[config.mk]
export PLATFORM = sky130hd
export DESIGN_NAME = bds_fifo
export DESIGN_NICKNAME = d
export VERILOG_FILES = /design/src/hdl/bds_pkg.sv /design/src/hdl/bds_fifo.sv
export SDC_FILE = /design/constraint.sdc
export NUM_CORES = 1
export LEC_CHECK = 0
export ABC_AREA = 1
export BUFFER_PORTS_ARGS = -buffer_cell sky130_fd_sc_hd__buf_4
export CAP_MARGIN = 20
export CORE_MARGIN = 10
export CORE_UTILIZATION = 60
export CTS_BUF_LIST = sky130_fd_sc_hd__clkbuf_8
export DETAILED_ROUTE_END_ITERATION = 12
export PLACE_DENSITY_LB_ADDON = 0.1
export SLEW_MARGIN = 20
export SYNTH_ARGS = -nofsm -noshare
export SYNTH_HDL_FRONTEND = slang
export SYNTH_SLANG_ARGS = --single-unit
export TNS_END_PERCENT = 10
[constraint.sdc]
create_clock -name clk -period 5.1 [get_ports clk]
set_input_delay 0 -clock clk [delete_from_list [all_inputs] [get_ports clk]]
set_output_delay 0 -clock clk [all_outputs]
set_load 0.02 [all_outputs]
[src/hdl/bds_pkg.sv]
// shared constants, types and register codes of the 2x bicubic downscaler
// no dependencies
package bds_pkg;

  localparam int MAX_EDGE    = 1024;
  localparam int LINE_ROWS   = 4;
  localparam int QUEUE_DEPTH = 4;
  localparam int CFG_W       = 11;
  localparam int IDX_W       = 2;
  localparam int CH_W        = 8;
  localparam int NCH         = 4;
  localparam int VSUM_W      = 13;
  localparam int HSUM_W      = 16;

  localparam logic [IDX_W-1:0] REG_EDGE = 2'd0;
  localparam logic [IDX_W-1:0] REG_MODE = 2'd1;

  localparam logic [CFG_W-1:0] EDGE_RESET = 11'd1024;

  typedef enum logic [1:0] {
    POS_LO,
    POS_MID,
    POS_HI
  } pos_t;

  typedef logic signed [VSUM_W-1:0] vsum_t;

  typedef struct packed {
    vsum_t [NCH-1:0] v;
    logic            emit;
    pos_t            hpos;
    logic            last;
    logic            four;
  } col_rec_t;

endpackage

[src/hdl/bds_fifo.sv]
// short queue of column records between front and back
// depends on bds_pkg
module bds_fifo #(
  parameter int DEPTH = bds_pkg::QUEUE_DEPTH
) (
  input  logic                       clk,
  input  logic                       rst,
  input  logic                       push,
  input  bds_pkg::col_rec_t          push_rec,
  input  logic                       pop,
  output bds_pkg::col_rec_t          head,
  output logic                       nonempty,
  output logic [$clog2(DEPTH+1)-1:0] space
);

  localparam int PW   = $clog2(DEPTH);
  localparam int CNTW = $clog2(DEPTH+1);

  bds_pkg::col_rec_t q [DEPTH];
  logic [PW-1:0]     wr_ptr;
  logic [PW-1:0]     rd_ptr;
  logic [CNTW-1:0]   count;

  always_ff @(posedge clk) begin
    if (rst) begin
      wr_ptr <= '0;
      rd_ptr <= '0;
      count  <= '0;
    end else begin
      if (push) begin
        wr_ptr <= (wr_ptr == PW'(DEPTH-1)) ? '0 : wr_ptr + PW'(1);
      end
      if (pop) begin
        rd_ptr <= (rd_ptr == PW'(DEPTH-1)) ? '0 : rd_ptr + PW'(1);
      end
      if (push && !pop) begin
        count <= count + CNTW'(1);
      end else if (pop && !push) begin
        count <= count - CNTW'(1);
      end
    end
  end

  always_ff @(posedge clk) begin
    if (push) begin
      q[wr_ptr] <= push_rec;
    end
  end

  assign head     = q[rd_ptr];
  assign nonempty = (count != '0);
  assign space    = CNTW'(DEPTH) - count;

endmodule

==> results.yml, run 1 <==
sta:
  final.setup.tns_ns: 0
  max_freq_ghz: 0.3409
  post-route-min-period_ns: 2.934
  worst_slack_ns: 2.166
  report.final.slew_viol_count: 0
  period_share: 0.5753
  slew-limit-headroom: 0.3608
  hold_violations: 0
  worstMarginPinSlew_ns: 0.9574
  finClkSkew_ns: 0.006023
  setup_viol: 0
  rsz0062_at_grt: "no"
clock_network:
  tritoncts: "done"
  cts-root-buf: "clkbuf_8"
  cts_resized: 0
  clock-sinks: 237
  clockBufferDepth: 3
  clock_latency_ns: 0.50
  clk_transition_reported_paths_ns: 0.06
  cts_max_level: 2
  numCtsBuffers: 37
min_path:
  min-delay-start: "rst"
  whs_path_depth: 3
  hold_class: "in -> reg"
placement:
  dp_slack_ns: 1.927
  gp_congestion: 0.7788
  place_hpwl_um: 10380
  portBuffers: 121
  dpl.cell_count: 887
synthesis:
  synth_seq_area_share: 0.7871
  synthCells: 614
  synth_top_cell_area_share: 0.7669
  ys_top_cells_by_count: "edfxtp_1, nor2_1, o21ai_0, o22ai_1, inv_1"
  yosys.area.top_type: "edfxtp_1"
  yosys_warnings: 0
  ys_types: 19
  netlist_area_um2: 8927
  ys.flop_type: "edfxtp_1"
  avgSynthCellArea_um2: 14.54
  synth_most_common_cell: "edfxtp_1"
  ys_ff_latch: 237
  syn_nets: 684
  async_flop_share: 0
  synth_edf_count: 228
  ys_top_cells_by_area: "edfxtp_1, o21ai_0, nor2_1"
routing:
  drc: 0
  vias: 5742
  dr_wl_met3_um: 1373
  top_layer: "met4"
  viasPerCell: 5.663
  drtPass1Iterations: 5
  met1_length_um: 7735
  postRouteAntennaNets: 0
  finalWirelength_um: 19310
  routed-wl-met2_um: 9740
  post_drt_wl_per_cell_um: 19.05
  first_iter_violations: 500
global_routing:
  grt_usage: 0.1869
  grt_pass1_vias: 5935
  gr-total-overflow: 0
  grt_max_degree: 116
  grt_pass1_wl_um: 30090
  antenna_found_initial: 1
die:
  initial_core_util: 0.6142
  die_x_um: 142.0
  die_h_um: 142.0
  pin_count: 122
  rows: 44
  dieArea_um2: 20160
  fp.coreArea_um2: 14530
final_layout:
  stdcell_count: 1014
  area_growth_pct: 24.69
  layout-drive-gt1-share: 0.2111
  fillers: 884
  finalNetCount: 874
  postLayoutCoreUtil: 0.7659
power_and_ir_drop:
  power_density_nw_per_um2: 372.1
  total_power_mw: 4.142
  irDropWorstVdd_mv: 0.2449
  cellLeakagePower_nw: 4.089
worst_setup_path:
  required_ns: 5.10
  r2r_slack_ns: 3.14
  critPathKind: "reg -> out"
  reg2reg_depth: 5
  worstPathMaxFanout: 64
  r2r_end: "q[0][18]$_DFFE_PP_"
  arrival_ns: 2.93
  crit_path_start_kind: "flip-flop"
  endpoint_kind: "primary output"
  worst_r2r_startpoint: "wr_ptr[0]$_SDFFE_PP0P_"
run_status:
  outcome: "finished, final reports clean"
run:
  max_cap_violations: 0
## worst max path at each step
stage	endpoint	slack [ns]	depth (start not counted)
2_1_floorplan	q[3][0]$_DFFE_PP_	2.99	3
3_3_place_gp	head[28]	2.06	5
3_5_place_dp	head[25]	1.93	5
4_1_cts	head[25]	1.38	5
5_1_grt	head[27]	1.89	5
6_report	head[25]	2.17	5
## logic make-up after synthesis
family	share of synthesized area
buffers and inverters	0.03476
flip-flops	0.7871
AO/OA/AOI/OAI	0.1089
adder cells (fa/ha/maj)	0.01346
AND/OR/NAND/NOR	0.05578
## area by class of cell
class | instances | area, µm² | area share
sequential | 237 | 7034 | 0.6319
multi-input combinational | 320 | 1590 | 0.1429
timing repair buffer | 188 | 1584 | 0.1423
clock buffer | 37 | 509.2 | 0.04575
tap | 184 | 230.2 | 0.02068
clock inverter | 27 | 105.1 | 0.009441
inverter | 20 | 76.32 | 0.006856
antenna | 1 | 2.502 | 0.0002248
## metrics by stage
step | cell area [µm²] | hold WS (ns)
floorplan | 8927 | 0.07238
global placement | 9874 | 0.1788
detailed placement | 9874 | 0.1800
CTS | 11100 | 0.1858
global route | 11130 | 0.1938
finish | 11130 | 0.2133
## metal layers
layer	GRT usage	up-vias
met5	0	-
met2	0.3126	214
met3	0.05307	40
met4	0.07370	0
met1	0.2245	2813
li1	-	2675
## placed cells by master, fill, tap and decap left out, types with 34 or more instances in the layout
cell type,instances
nor2_1,119
o22ai_1,57
buf_4,126
clkbuf_8,37
dlygate4sd3_1,61
inv_1,34
edfxtp_1,228
o21ai_0,110
## worst max-delay path, stage by stage, from the launching register on
cell	delay [ns]
dfxtp_4	0.63
clkinv_2	0.63
buf_4	0.56
o21ai_0	0.29
o22ai_1	0.12
buf_4	0.17
## state kept, by name, summed over array words and instances (netlist names), named ones only
register / cells
q: 228
count: 3
rd_ptr: 2
wr_ptr: 2
## timing repair
item	4_1_cts	5_1_grt
endpoints found under the setup margin	0	0
hold buffers	61	0
setup buffers	0	0
hold endpoints to repair	237	0
## power by group
part	switching [mW]	total, mW	internal, mW
Clock	0.650	1.32	0.672
Sequential	0.0408	2.27	2.23
Combinational	0.332	0.554	0.222
Note: power is estimated with default switching activity, not from simulation.
==> inputs of run 2 (changes only) <==
--- a/config.mk
+++ b/config.mk
@@ -9,7 +9,7 @@
 export BUFFER_PORTS_ARGS = -buffer_cell sky130_fd_sc_hd__buf_4
 export CAP_MARGIN = 20
 export CORE_MARGIN = 10
-export CORE_UTILIZATION = 60
+export CORE_UTILIZATION = 54
 export CTS_BUF_LIST = sky130_fd_sc_hd__clkbuf_8
 export DETAILED_ROUTE_END_ITERATION = 12
 export PLACE_DENSITY_LB_ADDON = 0.1
==> constraint.sdc (replaced) <==
create_clock -name clk -period 2.5 [get_ports clk]
set_input_delay 0 -clock clk [delete_from_list [all_inputs] [get_ports clk]]
set_output_delay 0 -clock clk [all_outputs]
set_load 0.02 [all_outputs]
==> run 2 against run 1 <==
Via count up 0.33%. Hold slack better by 0.0088 ns. First-iteration DRC count down 13%. Cell count up 3.6%. Clock power up 130%. Critical path type unchanged. Largest cell class unchanged.
==> results.yml, run 2 (same netlist as run 1, synthesis figures left out) <==
run_status:
  outcome: "finished, final reports clean"
worst_setup_path:
  required_ns: 2.50
  cp_cell_sequence: "buf_4 -> o21ai_0 -> o22ai_1 -> buf_4"
  arrival_ns: 2.30
  cp_slowest_cell: "dfxtp_2"
  endpoint_kind: "primary output"
  critical-path-top-delay-family: "flip-flops"
  cp.depth: 4
  worstPathMaxFanout: 32
  worst-path-buf-inv: 2
  critPathKind: "reg -> out"
  path_common_cell: "buf_4"
  crit_path_start_kind: "flip-flop"
  reg2reg_depth: 5
  worst_path_largest_cell_delay_ns: 0.67
routing:
  drtPass1Iterations: 5
  drc: 0
  first_iter_violations: 435
  postRouteAntennaNets: 0
  finalWirelength_um: 20170
  vias: 5761
  post_drt_wl_per_cell_um: 19.21
  viasPerCell: 5.487
final_layout:
  layout_common_cells: "edfxtp_1, buf_4, nor2_1"
  largest_register_ffs: 228
  finalNetCount: 878
  postLayoutCoreUtil: 0.7052
  top_register: "q"
  area_growth_pct: 26.85
  layout-drive-gt1-share: 0.2218
  top_regs: "q (228), count (3)"
  final_common_cell: "edfxtp_1"
  fillers: 1068
  num_antenna_cells: 0
die:
  rows: 46
  initial_core_util: 0.5559
  dieArea_um2: 22070
  pin_count: 122
  die_x_um: 148.6
  die_h_um: 148.6
  fp.coreArea_um2: 16060
placement:
  portBuffers: 121
  place_hpwl_um: 11190
  gp_congestion: 0.7463
sta:
  slew-limit-headroom: 0.5794
  hold_violations: 0
  rsz0062_at_grt: "no"
  worstMarginPinSlew_ns: 0.6309
  max_freq_ghz: 0.4354
  report.final.slew_viol_count: 0
  final.setup.tns_ns: 0
  period_share: 0.9188
  post-route-min-period_ns: 2.297
  finClkSkew_ns: 0.01357
  setup_viol: 0
global_routing:
  grt_pass1_wl_um: 31670
  grt_max_degree: 115
  grt_use_met3: 0.05188
  antenna_found_initial: 0
  gr-total-overflow: 0
  grt_usage: 0.1809
  globalRouteMet2Util: 0.3045
  grt_use_met1: 0.2191
  busiest_layer: "met2"
  grt_pass1_vias: 5963
clock_network:
  cts-root-buf: "clkbuf_8"
  clk_transition_reported_paths_ns: 0.06
  cts_setup_buffers: 0
  tritoncts: "done"
  cts_max_level: 2
  numCtsBuffers: 37
  clockBufferDepth: 3
  clock-sinks: 237
  clock_latency_ns: 0.52
min_path:
  whs_path_depth: 2
  hold_class: "in -> reg"
power_and_ir_drop:
  irDropWorstVdd_mv: 0.4872
  power_density_nw_per_um2: 776.1
  cellLeakagePower_nw: 4.144
run:
  max_cap_violations: 0
## run 2: area by class of cell
class / instances / area [µm²] / share of cell area
flip-flops and latches: 237 / 7032 / 0.6209
clock buffers: 42 / 578.1 / 0.05104
multi-input cells: 320 / 1590 / 0.1404
well taps: 216 / 270.3 / 0.02386
clock inverters: 23 / 118.9 / 0.01050
inverters: 20 / 78.83 / 0.006961
repair buffers: 192 / 1657 / 0.1463
## run 2: worst paths after layout
check	to	slack (ns)	start
worst max-delay path	head[51]	0.20	flip-flop
worst min-delay path	q[3][6]$_DFFE_PP_	0.22	push_rec[6]
worst max register to register	q[0][15]$_DFFE_PP_	0.88	wr_ptr[0]$_SDFFE_PP0P_
worst min register to register	count[0]$_SDFFE_PP0P_	0.51	count[0]$_SDFFE_PP0P_
## run 2: per-layer routing
metal | routed length [µm] | part of all wire | vias to the layer above
met5 | 0 | 0 | -
met1 | 8110 | 0.40 | 2797
li1 | - | - | 2685
met4 | 378 | 0.019 | 0
met3 | 1683 | 0.083 | 38
met2 | 9994 | 0.50 | 241
## run 2: power breakdown
group / internal, mW / leakage (nW) / switching, mW
registers: 4.54 / 2.17 / 0.0542
logic: 0.467 / 1.56 / 0.715
clock network: 1.63 / 0.414 / 1.38
## run 2: per-stage QoR
step | worst slack [ns] | hold slack, ns | power, mW | area, µm² | instances
floorplan | 0.3882 | 0.07238 | 5.275 | 8927 | 614
global placement | 0.5243 | 0.1988 | 5.758 | 10010 | 924
detailed placement | 0.4530 | 0.2048 | 5.788 | 10010 | 924
CTS | 0.1823 | 0.1965 | 8.871 | 11320 | 1050
global route | 0.03920 | 0.2054 | 9.156 | 11320 | 1050
finish | 0.2030 | 0.2221 | 8.789 | 11320 | 1050
## run 2: timing repair
item,4_1_cts,5_1_grt
hold buffers,61,0
setup endpoints to repair,20,0
resized for setup,1,0
hold endpoints to repair,246,0
