$ cat config.mk
export PLATFORM = sky130hd
export DESIGN_NAME = bds_back
export DESIGN_NICKNAME = d
export VERILOG_FILES = /design/src/hdl/bds_pkg.sv /design/src/hdl/bds_back.sv
export SDC_FILE = /design/constraint.sdc
export NUM_CORES = 1
export LEC_CHECK = 0
export BUFFER_PORTS_ARGS = -buffer_cell sky130_fd_sc_hd__buf_2
export CAP_MARGIN = 20
export CORE_MARGIN = 2
export CORE_UTILIZATION = 57
export DETAILED_ROUTE_END_ITERATION = 10
export MAX_ROUTING_LAYER = met4
export PLACE_DENSITY = 0.76
export REMOVE_ABC_BUFFERS = 1
export SLEW_MARGIN = 5
export SYNTH_ARGS = -nofsm -noshare
export SYNTH_HDL_FRONTEND = slang
export SYNTH_SLANG_ARGS = --single-unit
$ cat constraint.sdc
create_clock -name clk -period 39 [get_ports clk]
set_clock_uncertainty 0.2 [all_clocks]
set_input_delay 7.8 -clock clk [delete_from_list [all_inputs] [get_ports clk]]
set_output_delay 7.8 -clock clk [all_outputs]
set_load 0.03 [all_outputs]
$ cat src/hdl/bds_pkg.sv
// shared constants, types and register codes of the 2x bicubic downscaler
// no dependencies
package bds_pkg;

  localparam int MAX_EDGE    = 1024;
  localparam int LINE_ROWS   = 4;
  localparam int QUEUE_DEPTH = 4;
  localparam int CFG_W       = 11;
  localparam int IDX_W       = 2;
  localparam int CH_W        = 8;
  localparam int NCH         = 4;
  localparam int VSUM_W      = 13;
  localparam int HSUM_W      = 16;

  localparam logic [IDX_W-1:0] REG_EDGE = 2'd0;
  localparam logic [IDX_W-1:0] REG_MODE = 2'd1;

  localparam logic [CFG_W-1:0] EDGE_RESET = 11'd1024;

  typedef enum logic [1:0] {
    POS_LO,
    POS_MID,
    POS_HI
  } pos_t;

  typedef logic signed [VSUM_W-1:0] vsum_t;

  typedef struct packed {
    vsum_t [NCH-1:0] v;
    logic            emit;
    pos_t            hpos;
    logic            last;
    logic            four;
  } col_rec_t;

endpackage

$ cat src/hdl/bds_back.sv
// back end: horizontal filter over column sums, saturation, output register
// depends on bds_pkg
module bds_back (
  input  logic                     clk,
  input  logic                     rst,
  input  bds_pkg::col_rec_t        head,
  input  logic                     nonempty,
  output logic                     pop,
  output logic                     out_valid,
  input  logic                     out_stall,
  output logic [bds_pkg::CH_W-1:0] out_a,
  output logic [bds_pkg::CH_W-1:0] out_b,
  output logic [bds_pkg::CH_W-1:0] out_c,
  output logic [bds_pkg::CH_W-1:0] out_d,
  output logic                     frame_end
);

  localparam int HW = bds_pkg::HSUM_W;
  localparam int CH = bds_pkg::CH_W;

  function automatic logic [CH-1:0] hfilt(input bds_pkg::vsum_t a,
                                          input bds_pkg::vsum_t b,
                                          input bds_pkg::vsum_t c,
                                          input bds_pkg::vsum_t d);
    logic signed [HW-1:0] mid;
    logic signed [HW-1:0] sum;
    logic [CH-1:0]        r;
    mid = HW'(b) + HW'(c);
    sum = (mid <<< 2) + mid - HW'(a) - HW'(d);
    if (sum[HW-1]) begin
      r = '0;
    end else if (|sum[HW-2:CH+6]) begin
      r = '1;
    end else begin
      r = sum[CH+5:6];
    end
    return r;
  endfunction

  bds_pkg::vsum_t [bds_pkg::NCH-1:0] win [3];
  bds_pkg::vsum_t [bds_pkg::NCH-1:0] h0;
  bds_pkg::vsum_t [bds_pkg::NCH-1:0] h1;
  bds_pkg::vsum_t [bds_pkg::NCH-1:0] h2;
  bds_pkg::vsum_t [bds_pkg::NCH-1:0] h3;
  logic [bds_pkg::NCH-1:0][CH-1:0]   res;
  logic                              out_free;

  assign out_free = !out_valid || !out_stall;
  assign pop      = nonempty && (!head.emit || out_free);

  // border clamping of the horizontal taps
  always_comb begin
    unique case (head.hpos)
      bds_pkg::POS_LO: begin
        h0 = win[1];
        h1 = win[1];
        h2 = win[2];
        h3 = head.v;
      end
      bds_pkg::POS_HI: begin
        h0 = win[1];
        h1 = win[2];
        h2 = head.v;
        h3 = head.v;
      end
      default: begin
        h0 = win[0];
        h1 = win[1];
        h2 = win[2];
        h3 = head.v;
      end
    endcase
    for (int ch = 0; ch < bds_pkg::NCH; ch++) begin
      res[ch] = hfilt(h0[ch], h1[ch], h2[ch], h3[ch]);
    end
  end

  always_ff @(posedge clk) begin
    if (pop) begin
      win[0] <= win[1];
      win[1] <= win[2];
      win[2] <= head.v;
    end
  end

  always_ff @(posedge clk) begin
    if (rst) begin
      out_valid <= 1'b0;
    end else if (pop && head.emit) begin
      out_valid <= 1'b1;
    end else if (!out_stall) begin
      out_valid <= 1'b0;
    end
  end

  always_ff @(posedge clk) begin
    if (pop && head.emit) begin
      out_a     <= res[0];
      out_b     <= head.four ? res[1] : '0;
      out_c     <= head.four ? res[2] : '0;
      out_d     <= head.four ? res[3] : '0;
      frame_end <= head.last;
    end
  end

endmodule

==> results of run 1 <==
synth_stat cells, drive strengths merged (7+ instances only):
master  count
a21o       26
mux2i      24
nand2      25
ha        118
a31o        8
xor2       43
or3         8
nor2b      16
mux2      133
a22oi       8
edfxtp    189
a21oi      65
nor3       23
o21a       17
fa        102
a31oi       7
nand2b     12
clkbuf     15
inv       173
nor2       36
xnor2      37
o21ai      26
nand3      17
registers in the layout, summed over array words and instances, names as in the netlist:
name       cells
win          156
out_a          8
out_b          8
out_c          8
out_d          8
frame_end      1
out_valid      1
cell type report:
cell class / instances / area (um2)
Antenna cell: 3 / 7.507
Clock inverter: 14 / 156.4
Timing Repair Buffer: 102 / 528.0
Inverter: 173 / 649.4
Multi-Input combinational cell: 807 / 8085
Sequential cell: 190 / 5695
Tap cell: 330 / 412.9
Fill cell: 1945 / 9072
Clock buffer: 18 / 429.2
routing by layer:
layer  track usage (%)  vias up
met5                 -        -
met4             5.994        0
met3             2.768       23
met2             35.12      159
met1             29.25     4551
li1                  -     4443
power by group:
group | total [W] | internal [W] | switching [W]
clock | 0.000177 | 0.0000960 | 0.0000808
sequential | 0.000288 | 0.000277 | 0.0000104
combinational | 0.000793 | 0.000333 | 0.000461
total | 0.00126 | 0.000706 | 0.000552
worst max-delay path by stage:
stage | to | slack (ns) | depth (start not counted)
2_1_floorplan | pop | 14.26 | 1
3_3_place_gp | pop | 22.15 | 3
3_5_place_dp | pop | 22.12 | 3
4_1_cts | pop | 22.13 | 3
5_1_grt | pop | 22.06 | 3
6_report | pop | 22.14 | 3
kinds of logic after synthesis:
group	count (synthesis)	synth area share (%)
buffers and inverters	193	5.010
multiplexers	157	12.00
flip-flops	190	39.32
adder cells (fa/ha/maj)	220	24.29
AO/OA/AOI/OAI	198	9.260
XOR/XNOR	80	4.889
AND/OR/NAND/NOR	152	5.226
through the flow:
stage	area, um2	std cells	total power, W
detailed placement	15370	1602	0.001075
global route	15960	1636	0.001380
floorplan	14410	1170	0.0009261
finish	15960	1637	0.001258
CTS	15960	1634	0.001263
global placement	15370	1602	0.001055
==> qor.yml, run 1 <==
grt_first_pass_wirelength_mm: 45.28
end_kind: "output port"
dieArea_um2: 26700
route.met2.wl_mm: 12.75
drt_iter0_drc: 479
crit_path_top_delay_cell: "a31oi_4"
rows: 58
rsz0062_at_grt: "false"
ant_nets: 0
post-route-util_pct: 63.76
cts_made_buffers: 17
cts_max_level: 4
synth_top_area_share_pct: 39.18
cts_max_path_buffers: 2
netlist_area_um2: 14480
crit_start: "head[4]"
relSlewSlack_pct: 38.06
most-common-layout-cells: "edfxtp_1 (189), inv_1 (173), mux2_2 (133)"
setup_viol: 0
drive_gt1_share_pct: 22.16
path_cells: "buf_2 > a31oi_4 > buf_2"
maxCapViolations: 0
rr_endpoint: "out_a[0]"
path_buf_inv: 2
r2r_cells: 21
crit_family: "compound AO/OA/AOI/OAI gates"
yosysSeqAreaShare_pct: 39.32
path_clk_slew_ns: 0.07
yosys.area.top_type: "edfxtp_1"
top_layer: "met4"
wl_met3_um: 966
finalCriticalPeriod_ns: 16.86
holdBufCountCts: 0
gp_congestion: 0.8483
r2r-start: "win[0][104]"
core-area_um2: 25040
slowest_delay_ns: 0.61
fmax_ghz: 0.05932
hold_end: "win[0][93]"
yosysWarningCount: 0
routedWlPerCell_um: 16.08
drc_errors: 0
hpwl_mm: 19.99
holdPathStages: 0
io_buffers: 95
dp_slack_ns: 22.12
die_h_um: 163.4
root_buffer: "clkbuf_16"
drv_slew: 0
fin_crit_sh_pct: 43.22
antenna_found_initial: 2
grt_pass1_vias: 9424
synth_cell_types: 55
start_util_pct: 57.85
cp.required_ns: 31.00
path_common_cell: "buf_2"
cts_resized: 0
synthArstFlopShare_pct: 0
clock_latency_ns: 0.43
die_w_um: 163.4
fin_setup_tns_ns: 0
min-delay-start: "win[0][145]"
status: "finished, final reports clean"
synth_area_leaders: "edfxtp_1 (39%), fa_1 (14%), mux2_2 (10%)"
finalHoldViolCount: 0
ys_ff_latch: 190
fin_ws_ns: 22.14
grt-ovfl-total: 0
synth_flop_cell: "edfxtp_1"
num_io_pins: 96
avgViaCountPerCell: 5.605
p_leak_nw: 6.855
grt.total_usage_pct: 21.76
ff2ff_setup_slack_ns: 32.97
firstDrtPassIters: 5
hold_path_class: "reg -> reg"
synth_edf_count: 189
final_common_cell: "edfxtp_1"
wl_met1_mm: 12.28
wl_mm: 26.32
area_growth_syn_to_layout_pct: 10.22
worst_pin_slew_ns: 0.9291
timing.hold.ws_ns: 0.2712
vias: 9176
cts.sinks: 190
worst-setup-path-type: "in -> out"
ir_drop_v: 0.00008857
cp-start-kind: "primary input"
syn_avg_cell_area_um2: 12.17
grt_max_degree: 73
arrival_ns: 8.86
fin_nets: 1572
worstPathMaxFanout: 21
cts_tree: "yes"
synth_cells: 1190
cts_setup_buffers: 0
p_per_area_nw_per_um2: 78.79
No activity file was read; power rests on OpenSTA's default activity.
==> run 2: changes to the inputs <==
==> constraint.sdc (replaced) <==
create_clock -name clk -period 15.94 [get_ports clk]
set_clock_uncertainty 0.2 [all_clocks]
set_input_delay 3.188 -clock clk [delete_from_list [all_inputs] [get_ports clk]]
set_output_delay 3.188 -clock clk [all_outputs]
set_load 0.03 [all_outputs]
==> run 2 against run 1 <==
Core utilization fell by 0.060 points. Worst setup slack got worse by 16 ns. Non-clock buffer count did not move. Hold slack got worse by 0.0015 ns. Wire length rose by 0.11%. Global-route usage rose by 0.14 points. Combinational power rose by 140%. Largest cell class unchanged. Final cell count fell by 0.18%. Critical path depth rose by 23. Total power rose by 140%. Via count fell by 1.2%.
==> qor.yml, run 2 (same netlist as run 1, synthesis figures left out) <==
status: "finished, final reports clean"
setup_viol: 0  # unchanged
io_buffers: 95  # unchanged
maxCapViolations: 0  # unchanged
holdPathStages: 0  # unchanged
cp.required_ns: 15.89  # -15.11 ns
finalHoldViolCount: 0  # unchanged
fin_ws_ns: 6.389  # -15.75 ns
cts_made_buffers: 17  # unchanged
start_util_pct: 57.85  # unchanged
route.met2.wl_mm: 12.49  # -2.0%
most-common-layout-cells: "edfxtp_1 (189), inv_1 (173), mux2_2 (133)"
ir_drop_v: 0.0001949  # +120%
wl_mm: 26.35  # +0.11%
wl_met3_um: 996  # +3.1%
cts_max_level: 4  # unchanged
drive_gt1_share_pct: 22.10  # -0.060 points
hold_path_class: "reg -> reg"
vias: 9063  # -1.2%
final_common_cell: "edfxtp_1"
rows: 58  # unchanged
num_io_pins: 96  # unchanged
area_growth_syn_to_layout_pct: 10.12  # about the same
relSlewSlack_pct: 38.50  # +0.45 points
p_per_area_nw_per_um2: 192.2  # +140%
cts.sinks: 190  # unchanged
final_area_um2: 15950  # about the same
worst-setup-path-type: "in -> reg"
hpwl_mm: 20.30  # +1.5%
cts_max_path_buffers: 2  # unchanged
root_buffer: "clkbuf_16"
drt_iter0_drc: 399  # -17%
cts_resized: 0  # unchanged
fin_setup_tns_ns: 0  # unchanged
placed_cell_area_um2: 15370  # unchanged
largest_reg_flops: 156  # unchanged
dp_slack_ns: 6.011  # -16.11 ns
end_kind: "flip-flop"
largest-register: "win"
grt_max_degree: 75  # +2.7%
drv_slew: 0  # unchanged
dieArea_um2: 26700  # unchanged
die_h_um: 163.4  # unchanged
antenna_found_initial: 1  # -1
die_w_um: 163.4  # unchanged
min-delay-start: "win[0][142]"
rsz0062_at_grt: "false"
rr_endpoint: "out_b[7]"
ff2ff_setup_slack_ns: 9.88  # -23.09 ns
worst_pin_slew_ns: 0.9224  # -0.006689 ns
hold_end: "win[0][90]"
fmax_ghz: 0.1047
holdBufCountCts: 0  # unchanged
core-area_um2: 25040  # unchanged
firstDrtPassIters: 5  # unchanged
grt.total_usage_pct: 21.90  # +0.14 points
drc_errors: 0  # unchanged
top_layer: "met4"
arrival_ns: 9.50  # +0.64 ns
fillers: 1966  # +1.1%
wl_met1_mm: 12.54  # +2.1%
ant_nets: 0  # unchanged
routedWlPerCell_um: 16.13  # +0.29%
finalCriticalPeriod_ns: 9.551
clock_latency_ns: 0.44  # about the same
cts_tree: "yes"
cts_setup_buffers: 0  # unchanged
fin_nets: 1572  # unchanged
r2r-start: "win[0][117]"
worstPathMaxFanout: 36  # +71%
cp-start-kind: "primary input"
grt-ovfl-total: 0  # unchanged
path_clk_slew_ns: 0.07  # about the same
fin_crit_sh_pct: 59.92
grt_first_pass_wirelength_mm: 45.26  # about the same
r2r_cells: 22  # +4.8%
gp_congestion: 0.8216  # -3.1%
avgViaCountPerCell: 5.547  # -1.1%
grt_pass1_vias: 9307  # -1.2%
p_leak_nw: 6.855  # about the same
## run 2: cell count changes in the layout (fill, tap and decap cells not counted), sizes merged
cell,change
bufinv,-1
clkbuf,-1
clkinv,+2
clkinvlp,-2
diode,-2
inv,+1
## run 2: layer usage
layer  vias up  global-route usage [%]
met2       156                   34.81
met3        22                   3.606
li1       4435                       -
met1      4450                   29.92
met4         0                   4.787
met5         -                       -
## run 2: power breakdown
part	total (W)	switching [W]	internal, W
Combinational	0.00193	0.00112	0.000812
Sequential	0.000710	0.0000309	0.000679
Clock	0.000425	0.000203	0.000221
## run 2: per-stage QoR
stage,total power [W],cells,hold WS [ns],util [%]
global route,0.003384,1634,0.2812,63.70
global placement,0.002585,1602,0.2443,61.39
CTS,0.003082,1633,0.2717,63.69
detailed placement,0.002635,1602,0.2545,61.39
finish,0.003065,1634,0.2697,63.70
floorplan,0.002266,1170,0.2398,-
## run 2: area by class of cell
class / count / area [um2] / area share [%]
multi-input cells: 807 / 8085 / 50.69
flip-flops and latches: 190 / 5695 / 35.71
inverters: 173 / 649.4 / 4.072
repair buffers: 102 / 528.0 / 3.311
clock buffers: 17 / 425.4 / 2.667
well taps: 330 / 412.9 / 2.589
clock inverters: 14 / 150.1 / 0.9414
diodes: 1 / 2.502 / 0.01569
## run 2: worst max-delay path, cell delays in order
cell       delay [ns]
buf_2            0.32
nor2b_4          0.19
buf_4            0.38
buf_4            0.51
mux2_2           0.39
ha_1             0.21
inv_1            0.08
fa_1             0.21
nor2b_1          0.05
o21ai_0          0.17
nand2b_1         0.11
a21o_1           0.20
a21oi_1          0.19
xor2_1           0.31
fa_1             0.51
fa_1             0.52
inv_1            0.04
ha_1             0.31
a21oi_1          0.21
o21bai_1         0.09
a21oi_1          0.16
nand2b_1         0.17
o2111ai_1        0.14
a21oi_1          0.20
xor2_1           0.48
a21oi_1          0.15
## run 2: worst max path at each step
stage               endpoint      start  slack [ns]  depth (start not counted)
floorplan                pop  out_stall        0.43                          1
global route        out_c[6]    head[2]        5.94                         26
detailed placement  out_c[0]    head[2]        6.01                         26
global placement    out_c[4]    head[2]        6.21                         28
CTS                 out_c[0]    head[2]        6.41                         26
finish              out_c[0]    head[2]        6.39                         26
==> run 3: changes to the inputs <==
--- a/config.mk
+++ b/config.mk
@@ -5,13 +5,14 @@
 export SDC_FILE = /design/constraint.sdc
 export NUM_CORES = 1
 export LEC_CHECK = 0
+export ABC_AREA = 1
 export BUFFER_PORTS_ARGS = -buffer_cell sky130_fd_sc_hd__buf_2
 export CAP_MARGIN = 20
 export CORE_MARGIN = 2
 export CORE_UTILIZATION = 57
 export DETAILED_ROUTE_END_ITERATION = 10
 export MAX_ROUTING_LAYER = met4
-export PLACE_DENSITY = 0.76
+export PLACE_DENSITY = 0.78
 export REMOVE_ABC_BUFFERS = 1
 export SLEW_MARGIN = 5
 export SYNTH_ARGS = -nofsm -noshare
==> constraint.sdc (replaced) <==
create_clock -name clk -period 8.1 [get_ports clk]
set_clock_uncertainty 0.2 [all_clocks]
set_input_delay 1.62 -clock clk [delete_from_list [all_inputs] [get_ports clk]]
set_output_delay 1.62 -clock clk [all_outputs]
set_load 0.03 [all_outputs]
==> run 3 against run 2 <==
Synthesized cell count up 59%. Combinational power grew to 2.8 times the previous value. Largest power group unchanged. Die area increased by 12%. Final area is 11% higher. Register-to-register slack lost 6.9 ns. Critical path depth shrank 4. Core utilization down 0.26 points. Clock power grew 96%. Total power grew 150%. Area after synthesis grew 12%. Flip-flop and latch count unchanged. Non-clock buffer count up 1.
==> qor.yml, run 3 <==
yosysSeqAreaShare_pct: 35.04  # -4.3 points
io_buffers: 95  # unchanged
cts_tree: "yes"
syn_avg_cell_area_um2: 8.577  # -30%
synth_common_cells: "nand2_1 (483), inv_1 (354), edfxtp_1 (189)"
fillers: 2364  # +20%
fmax_ghz: 0.1500
avgViaCountPerCell: 5.295  # -4.5%
start_util_pct: 58.18  # +0.33 points
arrival_ns: 6.69  # -2.81 ns
grt-ovfl-total: 0  # unchanged
synth_top_family_by_area: "adder cells"
p_per_area_nw_per_um2: 428.1  # +120%
most-common-layout-cells: "nand2_1 (483), inv_1 (353), edfxtp_1 (189)"
dieArea_um2: 29880  # +12%
cts_resized: 0  # unchanged
yosys.area_share.adder_pct: 21.65  # -2.6 points
synth_cells: 1895  # +59%
synth_top_area_share_pct: 34.92  # -4.3 points
grt_pass1_vias: 12470  # +34%
finalCriticalPeriod_ns: 6.667
fin_setup_tns_ns: 0  # unchanged
synthArstFlopShare_pct: 0  # unchanged
ant_nets: 0  # unchanged
netlist_area_um2: 16250  # +12%
gp_congestion: 0.9842  # +20%
synth_cell_types: 43  # -22%
grt_first_pass_wirelength_mm: 59.14  # +31%
rows: 61  # +5.2%
status: "finished, final reports clean"
relSlewSlack_pct: 31.08  # -7.4 points
drc_errors: 0  # unchanged
ys_ff_latch: 190  # unchanged
grt.total_usage_pct: 25.23  # +3.3 points
synth.mux.area_fraction_pct: 3.849  # -8.1 points
root_buffer: "clkbuf_16"
wl_mm: 35.18  # +34%
clock_latency_ns: 0.45  # about the same
cp-start-kind: "primary input"
end_kind: "flip-flop"
core-area_um2: 27930  # +12%
fin_nets: 2271  # +44%
final_area_um2: 17720  # +11%
yosys.area.top_type: "edfxtp_1"
synth_compound_area_share_pct: 7.960  # -1.3 points
holdBufCountCts: 0  # unchanged
synth_area_leaders: "edfxtp_1 (35%), fa_1 (13%), nand2_1 (11%)"
cts_max_level: 4  # unchanged
path_clk_slew_ns: 0.08  # about the same
worst_pin_slew_ns: 1.034  # +0.1113 ns
rsz0062_at_grt: "false"
finalHoldViolCount: 0  # unchanged
synthSimpleGateAreaFrac_pct: 18.90  # +14 points
area_growth_syn_to_layout_pct: 9.045
setup_viol: 0  # unchanged
drv_slew: 0  # unchanged
die_w_um: 172.9  # +5.8%
antenna_found_initial: 0  # -1
ir_drop_v: 0.0001796  # -7.9%
worstPathMaxFanout: 101  # +180%
maxCapViolations: 0  # unchanged
post-route-util_pct: 63.45  # -0.26 points
cts_max_path_buffers: 2  # unchanged
drt_iter0_drc: 828  # +110%
largest_reg_flops: 156  # unchanged
yosysWarningCount: 0  # unchanged
hpwl_mm: 27.47  # +35%
cts_setup_buffers: 0  # unchanged
worst-setup-path-type: "in -> reg"
synth.most_common_cell: "nand2_1"
num_io_pins: 96  # unchanged
synth_edf_count: 189  # unchanged
p_leak_nw: 8.892  # +30%
drive_gt1_share_pct: 11.08  # -11 points
fin_crit_sh_pct: 82.31
hold_path_class: "reg -> reg"
synth_flop_cell: "edfxtp_1"
die_h_um: 172.9  # +5.8%
final_common_cell: "nand2_1"
firstDrtPassIters: 5  # unchanged
largest-register: "win"
synth_xor_area_share_pct: 3.380  # -1.5 points
cp.required_ns: 8.12  # -7.77 ns
placed_cell_area_um2: 17160  # +12%
cts.sinks: 190  # unchanged
vias: 12610  # +39%
grt_max_degree: 106  # +41%
cts_made_buffers: 17  # unchanged
routedWlPerCell_um: 14.77  # -8.4%
==> run 3: changes by cell type in the layout (fill, tap and decap cells not counted), moves of 16 or more <==
cell / delta
nand2_1: +458
inv_1: +180
o21ai_0: +54
mux2_2: -97
xnor2_1: -16
nor2_1: +86
nand3_1: +55
a21oi_1: +36
==> run 3: per-stage QoR <==
stage | power (W) | hold slack [ns] | setup WS, ns | instances
final | 0.007587 | 0.2430 | 1.433 | 2382
after floorplan | 0.005626 | 0.2264 | 0.4829 | 1868
after CTS | 0.007584 | 0.2479 | 1.499 | 2381
after global placement | 0.006624 | 0.2305 | 1.112 | 2349
after global routing | 0.008475 | 0.2623 | 1.003 | 2381
after detailed placement | 0.006728 | 0.2323 | 1.025 | 2349
==> run 3: path summary, 6_finish.rpt <==
check	start	slack, ns	end	depth (start not counted)
worst max register to register	win[0][143]	3.02	out_d[0]	23
worst min-delay path	win[0][76]	0.24	win[0][24]	0
worst min register to register	win[0][76]	0.24	win[0][24]	0
worst max-delay path	head[3]	1.43	out_a[2]	22
==> run 3: cell type report <==
type                            instances  area, um2  area share (%)
Tap cell                              378      473.0           2.669
Timing Repair Buffer                  103      535.5           3.022
Clock inverter                         15      136.4          0.7695
Antenna cell                            1      2.502         0.01412
Inverter                              367       1383           7.801
Multi-Input combinational cell       1311       9072           51.19
Clock buffer                           17      425.4           2.400
Sequential cell                       190       5695           32.14
==> run 3: critical path, cell delays in order <==
cell and delay, ns:
buf_2 0.19, nand2_8 0.37, buf_4 0.37, o21ai_0 0.20
ha_1 0.20, inv_1 0.06, fa_1 0.47, o21ai_1 0.29
a21o_1 0.19, xor2_1 0.33, fa_1 0.48, inv_1 0.09
fa_1 0.43, ha_1 0.36, a21oi_1 0.22, o21ai_0 0.16
a21oi_1 0.20, nand3_1 0.11, nand2_2 0.13, inv_2 0.06
nand2_1 0.07, inv_1 0.03
==> run 3: kinds of logic after synthesis <==
| logic type | count (synthesis) |
|---|---|
| and+or+nand+nor | 741 |
| buffers and inverters | 394 |
| AOI/OAI and AO/OA | 231 |
| adders and majority gates | 220 |
| DFF | 190 |
| xor gates and xnor gates | 61 |
| muxes | 58 |
==> run 3: routing by layer <==
metal | GRT usage [%] | vias to the layer above | part of all wire (%)
met5 | - | - | 0
met4 | 9.958 | 0 | 3.4
met3 | 3.826 | 78 | 4.8
met2 | 40.83 | 348 | 47
met1 | 32.07 | 5905 | 45
li1 | - | 6282 | -
==> run 3: power breakdown <==
| part | internal [W] | switching, W | leakage, nW |
|---|---|---|---|
| Clock | 0.000429 | 0.000403 | 0.276 |
| Combinational | 0.00193 | 0.00346 | 6.77 |
| Sequential | 0.00131 | 0.0000483 | 1.85 |
